===== config.mk =====
export PLATFORM = sky130hd
export DESIGN_NAME = xor_checked_frame_receiver_top
export DESIGN_NICKNAME = d
export VERILOG_FILES = /design/src/rtl/core/xcfr_pkg.sv /design/src/rtl/core/xcfr_ram.sv /design/src/rtl/core/xcfr_parser.sv /design/src/rtl/core/xcfr_out_stage.sv /design/src/rtl/core/xor_checked_frame_receiver_top.sv
export SDC_FILE = /design/constraint.sdc
export NUM_CORES = 1
export LEC_CHECK = 0
export ABC_AREA = 1
export BUFFER_PORTS_ARGS = -buffer_cell sky130_fd_sc_hd__buf_2
export CORE_UTILIZATION = 40
export CTS_BUF_LIST = sky130_fd_sc_hd__clkbuf_4
export DETAILED_ROUTE_END_ITERATION = 8
export MAX_ROUTING_LAYER = met4
export PLACE_DENSITY = 0.63
export SLEW_MARGIN = 20
export SYNTH_ARGS = -nofsm -noshare
export SYNTH_HDL_FRONTEND = slang
export SYNTH_SLANG_ARGS = --single-unit
export TNS_END_PERCENT = 20

===== constraint.sdc =====
create_clock -name clk -period 2.77 [get_ports clk]
set_clock_uncertainty 0.2 [all_clocks]
set_input_delay 0.277 -clock clk [delete_from_list [all_inputs] [get_ports clk]]
set_output_delay 0.277 -clock clk [all_outputs]
set_load 0.005 [all_outputs]

===== src/rtl/core/xcfr_pkg.sv =====
// ----------------------------------------------------------------------------
// xcfr_pkg
// Types and constants shared by the frame receiver modules.
// ----------------------------------------------------------------------------
package xcfr_pkg;

  // command codes carried in s_tuser
  typedef enum logic [1:0] {
    CMD_BYTE = 2'd0,
    CMD_READ = 2'd1,
    CMD_POP  = 2'd2
  } cmd_t;

  // frame parser phase, the unused code is treated as hunting
  typedef enum logic [1:0] {
    PH_HUNT = 2'd0,
    PH_LEN  = 2'd1,
    PH_DATA = 2'd2
  } phase_t;

  localparam int unsigned CFG_IDX_W = 1;
  localparam logic [CFG_IDX_W-1:0] CFG_CONTROLLER = 1'd0;
  localparam logic [CFG_IDX_W-1:0] CFG_HEATER     = 1'd1;

  localparam logic [3:0] CONTROLLER_RESET = 4'd15;
  localparam logic [3:0] HEATER_RESET     = 4'd4;
  localparam logic [7:0] MIN_LENGTH       = 8'd2;

  // per-beat result handed from the parser to the output stage
  typedef struct packed {
    logic       frame_done;
    logic       frame_good;
    logic       packet_present;
    logic [7:0] packet_header;
    logic [7:0] packet_length;
    logic       rd_pending;
  } result_t;

endpackage


===== src/rtl/core/xcfr_ram.sv =====
// ----------------------------------------------------------------------------
// xcfr_ram
// Simple dual-port RAM: one write port, one read port with registered data.
// ----------------------------------------------------------------------------
module xcfr_ram #(
  parameter int unsigned WIDTH = 8,
  parameter int unsigned DEPTH = 128
) (
  input  logic                     clk,
  input  logic                     wr_en,
  input  logic [$clog2(DEPTH)-1:0] wr_addr,
  input  logic [WIDTH-1:0]         wr_data,
  input  logic                     rd_en,
  input  logic [$clog2(DEPTH)-1:0] rd_addr,
  output logic [WIDTH-1:0]         rd_data
);

  logic [WIDTH-1:0] mem [DEPTH];

  always_ff @(posedge clk) begin
    if (wr_en) begin
      mem[wr_addr] <= wr_data;
    end
    if (rd_en) begin
      rd_data <= mem[rd_addr];
    end
  end

endmodule


===== src/rtl/core/xcfr_parser.sv =====
// ----------------------------------------------------------------------------
// xcfr_parser
// Header hunt, length check, running xor and packet slot bookkeeping.
// ----------------------------------------------------------------------------
module xcfr_parser #(
  parameter int unsigned PAYLOAD_CAPACITY = 64,
  parameter int unsigned AW               = 7
) (
  input  logic                                 clk,
  input  logic                                 rst,
  input  logic                                 cfg_write,
  input  logic [xcfr_pkg::CFG_IDX_W-1:0]       cfg_index,
  input  logic [3:0]                           cfg_data,
  input  logic                                 take,
  input  logic [1:0]                           cmd,
  input  logic [7:0]                           rx_byte,
  input  logic [5:0]                           read_index,
  output xcfr_pkg::result_t                    res,
  output logic                                 wr_en,
  output logic [AW-1:0]                        wr_addr,
  output logic [7:0]                           wr_data,
  output logic [AW-1:0]                        rd_addr
);

  import xcfr_pkg::*;

  localparam logic [7:0]    CAP_B  = 8'(PAYLOAD_CAPACITY);
  localparam logic [AW-1:0] CAP_AW = AW'(PAYLOAD_CAPACITY);

  logic [3:0] controller_address;
  logic [3:0] heater_address;

  phase_t     phase, phase_next;
  logic [7:0] byte_count, byte_count_next;
  logic [7:0] running_xor, running_xor_next;
  logic [7:0] frame_header, frame_header_next;
  logic [7:0] frame_length, frame_length_next;
  logic       bank_select, bank_select_next;
  logic       slot_full, slot_full_next;
  logic [7:0] slot_header, slot_header_next;
  logic [7:0] slot_length, slot_length_next;

  logic [7:0] hdr_a;
  logic [7:0] hdr_b;
  logic       last_byte;

  always_ff @(posedge clk) begin
    if (rst) begin
      controller_address <= CONTROLLER_RESET;
      heater_address     <= HEATER_RESET;
    end else if (cfg_write) begin
      case (cfg_index)
        CFG_CONTROLLER: controller_address <= cfg_data;
        CFG_HEATER:     heater_address     <= cfg_data;
        default: ;
      endcase
    end
  end

  always_ff @(posedge clk) begin
    if (rst) begin
      phase        <= PH_HUNT;
      byte_count   <= '0;
      running_xor  <= '0;
      frame_header <= '0;
      frame_length <= '0;
      bank_select  <= 1'b0;
      slot_full    <= 1'b0;
      slot_header  <= '0;
      slot_length  <= '0;
    end else if (take) begin
      phase        <= phase_next;
      byte_count   <= byte_count_next;
      running_xor  <= running_xor_next;
      frame_header <= frame_header_next;
      frame_length <= frame_length_next;
      bank_select  <= bank_select_next;
      slot_full    <= slot_full_next;
      slot_header  <= slot_header_next;
      slot_length  <= slot_length_next;
    end
  end

  assign hdr_a     = {controller_address, heater_address};
  assign hdr_b     = {heater_address, controller_address};
  assign last_byte = ({1'b0, byte_count} + 9'd1) >= {1'b0, frame_length};

  // frames are built in the bank not holding the stored packet
  assign wr_data = rx_byte;
  assign wr_addr = bank_select ? AW'(byte_count)
                               : CAP_AW + AW'(byte_count);
  assign rd_addr = bank_select ? CAP_AW + AW'(read_index)
                               : AW'(read_index);

  always_comb begin
    phase_next        = phase;
    byte_count_next   = byte_count;
    running_xor_next  = running_xor;
    frame_header_next = frame_header;
    frame_length_next = frame_length;
    bank_select_next  = bank_select;
    slot_full_next    = slot_full;
    slot_header_next  = slot_header;
    slot_length_next  = slot_length;
    res               = '0;
    wr_en             = 1'b0;

    case (cmd)
      CMD_BYTE: begin
        case (phase)
          PH_LEN: begin
            if (rx_byte < MIN_LENGTH || rx_byte > CAP_B) begin
              phase_next = PH_HUNT;
            end else begin
              frame_length_next = rx_byte;
              byte_count_next   = '0;
              running_xor_next  = running_xor ^ rx_byte;
              phase_next        = PH_DATA;
            end
          end
          PH_DATA: begin
            wr_en = take && (byte_count < CAP_B);
            if (last_byte) begin
              res.frame_done = 1'b1;
              if (rx_byte == running_xor) begin
                res.frame_good   = 1'b1;
                bank_select_next = ~bank_select;
                slot_full_next   = 1'b1;
                slot_header_next = frame_header;
                slot_length_next = frame_length;
              end
              phase_next      = PH_HUNT;
              byte_count_next = '0;
            end else begin
              running_xor_next = running_xor ^ rx_byte;
              byte_count_next  = byte_count + 8'd1;
            end
          end
          default: begin
            phase_next = PH_HUNT;
            if (rx_byte == hdr_a || rx_byte == hdr_b) begin
              frame_header_next = rx_byte;
              running_xor_next  = rx_byte;
              byte_count_next   = '0;
              phase_next        = PH_LEN;
            end
          end
        endcase
      end
      CMD_READ: begin
        if (slot_full) begin
          res.packet_present = 1'b1;
          res.rd_pending     = ({2'b00, read_index} < slot_length) &&
                               ({2'b00, read_index} < CAP_B);
        end
      end
      CMD_POP: begin
        if (slot_full) begin
          res.packet_present = 1'b1;
          res.packet_header  = slot_header;
          res.packet_length  = slot_length;
          slot_full_next     = 1'b0;
        end
      end
      default: ;
    endcase
  end

endmodule


===== src/rtl/core/xcfr_out_stage.sv =====
// ----------------------------------------------------------------------------
// xcfr_out_stage
// Read-wait stage and output register with the master-side handshake.
// ----------------------------------------------------------------------------
module xcfr_out_stage (
  input  logic              clk,
  input  logic              rst,
  input  logic              take,
  input  xcfr_pkg::result_t res,
  input  logic [7:0]        ram_q,
  output logic              ready,
  output logic              m_tvalid,
  input  logic              m_tready,
  output logic [23:0]       m_tdata,
  output logic [2:0]        m_tuser
);

  import xcfr_pkg::*;

  logic       s1_valid;
  result_t    s1_res;
  logic       s1_move;
  logic [7:0] out_header;
  logic [7:0] out_length;
  logic [7:0] out_data;
  logic [2:0] out_flags;

  assign s1_move = s1_valid && (!m_tvalid || m_tready);
  assign ready   = !s1_valid || s1_move;

  always_ff @(posedge clk) begin
    if (rst) begin
      s1_valid <= 1'b0;
      m_tvalid <= 1'b0;
    end else begin
      if (take) begin
        s1_valid <= 1'b1;
      end else if (s1_move) begin
        s1_valid <= 1'b0;
      end
      if (s1_move) begin
        m_tvalid <= 1'b1;
      end else if (m_tready) begin
        m_tvalid <= 1'b0;
      end
    end
  end

  always_ff @(posedge clk) begin
    if (take) begin
      s1_res <= res;
    end
    if (s1_move) begin
      out_flags  <= {s1_res.packet_present, s1_res.frame_good, s1_res.frame_done};
      out_header <= s1_res.packet_header;
      out_length <= s1_res.packet_length;
      // ram output is held while this item waits, since reads fire only on take
      out_data   <= s1_res.rd_pending ? ram_q : 8'd0;
    end
  end

  assign m_tuser = out_flags;
  assign m_tdata = {out_data, out_length, out_header};

endmodule


===== src/rtl/core/xor_checked_frame_receiver_top.sv =====
// ----------------------------------------------------------------------------
// xor_checked_frame_receiver_top
// Length-prefixed, xor-checked frame receiver with a single packet slot.
// ----------------------------------------------------------------------------
// Usage:
//   s_* carries one command per beat: s_tuser is the command (received byte,
//   read a stored payload byte, pop the stored packet), s_tdata the line byte
//   and the read index. m_* returns exactly one result beat per input beat.
//   cfg_* writes the controller and heater addresses; cfg_ready is always
//   high and writes are expected only while the block is idle.
//   An input beat passes the read-wait stage (the registered read of the
//   payload buffer RAM, two ping-pong banks of PAYLOAD_CAPACITY bytes) and
//   the output register; one beat per cycle is sustained with m_tready high.
//   A good frame swaps the banks, so the stored packet is never overwritten
//   by a frame in progress.
//   Reset clears the parser to header hunting, empties the slot and restores
//   the default addresses; the buffer contents need no clearing.
//   When the receiver holds m_tready low, up to two beats are buffered and
//   s_tready then drops until the output moves again.
// ----------------------------------------------------------------------------
module xor_checked_frame_receiver_top #(
  parameter int unsigned PAYLOAD_CAPACITY = 64
) (
  input  logic                               clk,
  input  logic                               rst,
  input  logic                               s_tvalid,
  output logic                               s_tready,
  input  logic [15:0]                        s_tdata,   // rx_byte[7:0], read_index[13:8]
  input  logic [1:0]                         s_tuser,   // cmd[1:0]
  output logic                               m_tvalid,
  input  logic                               m_tready,
  // packet_header[7:0], packet_length[15:8], read_data[23:16]
  output logic [23:0]                        m_tdata,
  // frame_done[0], frame_good[1], packet_present[2]
  output logic [2:0]                         m_tuser,
  input  logic                               cfg_valid,
  output logic                               cfg_ready,
  input  logic [xcfr_pkg::CFG_IDX_W-1:0]     cfg_index,
  input  logic [3:0]                         cfg_data
);

  import xcfr_pkg::*;

  localparam int unsigned DEPTH = 2 * PAYLOAD_CAPACITY;
  localparam int unsigned AW    = $clog2(DEPTH);

  logic          take;
  result_t       res;
  logic          wr_en;
  logic [AW-1:0] wr_addr;
  logic [7:0]    wr_data;
  logic [AW-1:0] rd_addr;
  logic [7:0]    ram_q;

  assign cfg_ready = 1'b1;
  assign take      = s_tvalid && s_tready;

  xcfr_parser #(
    .PAYLOAD_CAPACITY (PAYLOAD_CAPACITY),
    .AW               (AW)
  ) u_parser (
    .clk        (clk),
    .rst        (rst),
    .cfg_write  (cfg_valid && cfg_ready),
    .cfg_index  (cfg_index),
    .cfg_data   (cfg_data),
    .take       (take),
    .cmd        (s_tuser),
    .rx_byte    (s_tdata[7:0]),
    .read_index (s_tdata[13:8]),
    .res        (res),
    .wr_en      (wr_en),
    .wr_addr    (wr_addr),
    .wr_data    (wr_data),
    .rd_addr    (rd_addr)
  );

  xcfr_ram #(
    .WIDTH (8),
    .DEPTH (DEPTH)
  ) u_ram (
    .clk     (clk),
    .wr_en   (wr_en),
    .wr_addr (wr_addr),
    .wr_data (wr_data),
    .rd_en   (take),
    .rd_addr (rd_addr),
    .rd_data (ram_q)
  );

  xcfr_out_stage u_out (
    .clk      (clk),
    .rst      (rst),
    .take     (take),
    .res      (res),
    .ram_q    (ram_q),
    .ready    (s_tready),
    .m_tvalid (m_tvalid),
    .m_tready (m_tready),
    .m_tdata  (m_tdata),
    .m_tuser  (m_tuser)
  );

endmodule

==> impl_metrics.ini <==
[outcome]
status = finished clean

[sta]
rsz0062_at_grt = true
hold_violations = 0
whs_ns = 0.1212
post-route-min-period_ns = 2.744
setup_viol = 0
worstMarginPinSlew_ns = 1.106
layout_setup_ws_ns = 0.02578
fin_crit_sh_pct = 99.07
slew_headroom_pct = 26.24
max_clock_freq_mhz = 364.4
slew_viol_final = 0

[worst_setup_path]
critPathBufInv = 5
crit_path_max_incr_delay_ns = 1.02
r2r_slack_ns = 0.15
end_kind = flop
crit_family = buffers and inverters
crit_required_ns = 3.61
criticalPathCategory = in -> reg
cp_cell_sequence = dlygate4sd3_1 > buf_6 > dlygate4sd3_1 > clkinv_1 > nand4_1 > o21ai_2 > nand2_1 > nand2_2 > nand3_4 > nand2_1 > dlygate4sd3_1 > a21oi_1
cp_max_fo = 10
startpoint_type = input pin
cp_common_cell = dlygate4sd3_1
cp.arrival_ns = 3.58
reg2reg_depth = 16
r2r-end = u_parser.slot_length[4]$_SDFFE_PP0P_
slowest_stage = dlygate4sd3_1
r2r_start = u_parser.byte_count[0]$_SDFFE_PP0P_

[grt]
gr-usage-all-layers_pct = 21.72
grt_antenna_before_repair = 5
grt_max_degree = 148
grt_pass1_vias = 31705
grt.overflow.total = 0
grt_pass1_wl_microns = 187700

[finish]
syn_to_final_growth_pct = 16.75
final_area_sq_um = 54810
multi_input_area_sq_um = 11630
drive_above_1_share_pct = 17.55
largest_register = u_ram.mem
largest_reg_flops = 1024
seq_area_sq_um = 33640
finalCoreUtilization_pct = 47.17
top_regs = u_ram.mem x1024, u_out.s1_res x20
fillers = 10490
num-nets-final = 4611

[logic_synthesis]
synth_commonest_cells = nand2_1 (1259), edfxtp_1 (1079), nand3_1 (984)
syn_nets = 4146
syn-cell-area_sq_um = 46950
yosysSeqAreaShare_pct = 71.66
postSynthAreaPerCell_sq_um = 11.45
synth_top_cell_by_area = edfxtp_1
synth_area_leaders = edfxtp_1 (69%), nand3_1 (10%), nand2_1 (10%)
synth.most_common_cell = nand2_1
synthDistinctLibCells = 40
ys_warn_count = 0
synth-edff-count = 1079
ys.flop_type = edfxtp_1
synth.top_cell.area_share_pct = 69.02
ys_seq_elements = 1141
async_flop_share_pct = 0
syn_inst = 4099

[clocking]
htree_levels = 5
cts.sinks = 1141
cts_tree = built
cts_buffers = 306
root_buffer = clkbuf_4
ctsLongestPathBuffers = 4
insertion_delay_ns = 1.12
clk_pin_slew_worst_paths_ns = 0.06

[detailed_routing]
route.final.wire_length_microns = 123600
vias = 32411
drt_first_iter_violations = 3054
first_pass_iters = 6
drc = 0
postRouteAntennaNets = 0
drt-vias-per-instance = 5.176
wl_per_cell_microns = 19.74

[placed_design]
post_dp_cell_area_sq_um = 50520
finalWeightedCongestion = 0.8763
dp_hpwl_microns = 72370
dpl_worst_slack_ns = 0.07390
numPortBuffers = 54

[worst_hold_path]
min_from = s_tdata[3]
min_delay_path_depth = 7
hold_path.class = in -> reg
worstHoldEndpoint = u_parser.running_xor[3]$_SDFFE_PP0P_

[power]
p_clk_share_pct = 39.7
total_leakage_power_nw = 20.41
power_w = 0.03502
swShare_pct = 22.93
seq_power_share_pct = 54.0
power_density_nw_per_um2 = 639.0
ir_worst_vdd_uv = 454.1
combPwrFrac_pct = 6.3
intPower_w = 0.02699
p_sw_w = 0.008032

[floorplan]
die_area_sq_um = 118700
die_h_microns = 344.6
coreArea_sq_um = 116200
dieWidth_microns = 344.6
rows = 125
start_util_pct = 40.40
ios = 58

[run]
cap_violations = 0
[worst max-delay path by stage]
stage / from / to / depth (start not counted)
final: s_tdata[2] / u_parser.byte_count[7]$_SDFFE_PP0P_ / 12
after CTS: u_parser.byte_count[0]$_SDFFE_PP0P_ / u_parser.slot_full$_SDFFE_PP0P_ / 17
after floorplan: u_parser.byte_count[0]$_SDFFE_PP0P_ / u_parser.running_xor[5]$_SDFFE_PP0P_ / 18
after global routing: u_parser.byte_count[0]$_SDFFE_PP0P_ / u_parser.slot_length[4]$_SDFFE_PP0P_ / 16
after global placement: u_parser.byte_count[2]$_SDFFE_PP0P_ / u_parser.slot_full$_SDFFE_PP0P_ / 17
after detailed placement: s_tuser[0] / u_ram.mem[75][6]$_DFFE_PP_ / 9
[kinds of logic after synthesis]
| family | Yosys count | share of synthesized area (%) |
|---|---|---|
| AND/OR/NAND/NOR | 2484 | 22.80 |
| adder cells (fa/ha/maj) | 19 | 0.5064 |
| flip-flops | 1141 | 71.66 |
| other | 1 | 0.007988 |
| XOR/XNOR | 22 | 0.4105 |
| buffers and inverters | 347 | 3.662 |
| AO/OA/AOI/OAI | 85 | 0.9489 |
[final cells by class]
cell class	instances	area share, %
sequential	1141	61.39
multi-input combinational	2611	21.23
timing repair buffer	406	6.707
clock buffer	425	5.821
tap	1524	3.479
inverter	97	0.7237
clock inverter	55	0.6369
timing repair inverter	1	0.009131
antenna	2	0.009131
[worst min-delay path, delay by kind of cell]
family	cells	cell delay, ns
buf+inv	2	0.69
simple gates	3	0.21
xor+xnor	1	0.10
compound gates	1	0.07
[power groups by stage]
| stage | Combinational (W) | Sequential [W] | Clock (W) |
|---|---|---|---|
| floorplan | 0.00114 | 0.0193 | 0 |
| global placement | 0.00208 | 0.0193 | 0 |
| detailed placement | 0.00210 | 0.0193 | 0 |
| CTS | 0.00219 | 0.0189 | 0.0143 |
| global route | 0.00238 | 0.0189 | 0.0152 |
| finish | 0.00219 | 0.0189 | 0.0139 |
[metrics by stage]
step / TNS [ns] / std cells
2_1_floorplan: 0 / 4099
3_5_place_dp: 0 / 5708
4_1_cts: 0 / 6252
6_report: 0 / 6262
5_1_grt: -0.1317 / 6262
3_3_place_gp: 0 / 5708
[cell usage in the layout (no fill, tap or decap), types with 6 or more instances in the layout]
cell	instances
a21oi_1	43
and2_1	7
buf_12	43
buf_2	43
buf_4	248
buf_6	7
clkbuf_4	425
clkinv_1	41
clkinv_2	7
dfxtp_1	60
dlygate4sd3_1	63
edfxtp_1	1079
ha_1	19
inv_1	79
inv_2	16
nand2_1	1257
nand2_2	9
nand3_1	982
nor2_1	207
o21ai_0	30
xnor2_1	15
xor2_1	6
[layer usage]
layer / vias up / routed length, microns / global-route usage, %
met2: 1267 / 58170 / 33.39
met1: 15519 / 51840 / 27.94
met4: 0 / 3515 / 8.066
li1: 15415 / - / -
met5: - / 0 / -
met3: 210 / 10110 / 5.184
[repair_timing]
action	CTS	global route
setup endpoints to repair	0	37
endpoints found under the hold margin	1623	5
hold buffers	64	2
gates resized for setup	0	15
buffers inserted	0	8
No activity file was read; power rests on OpenSTA's default activity.
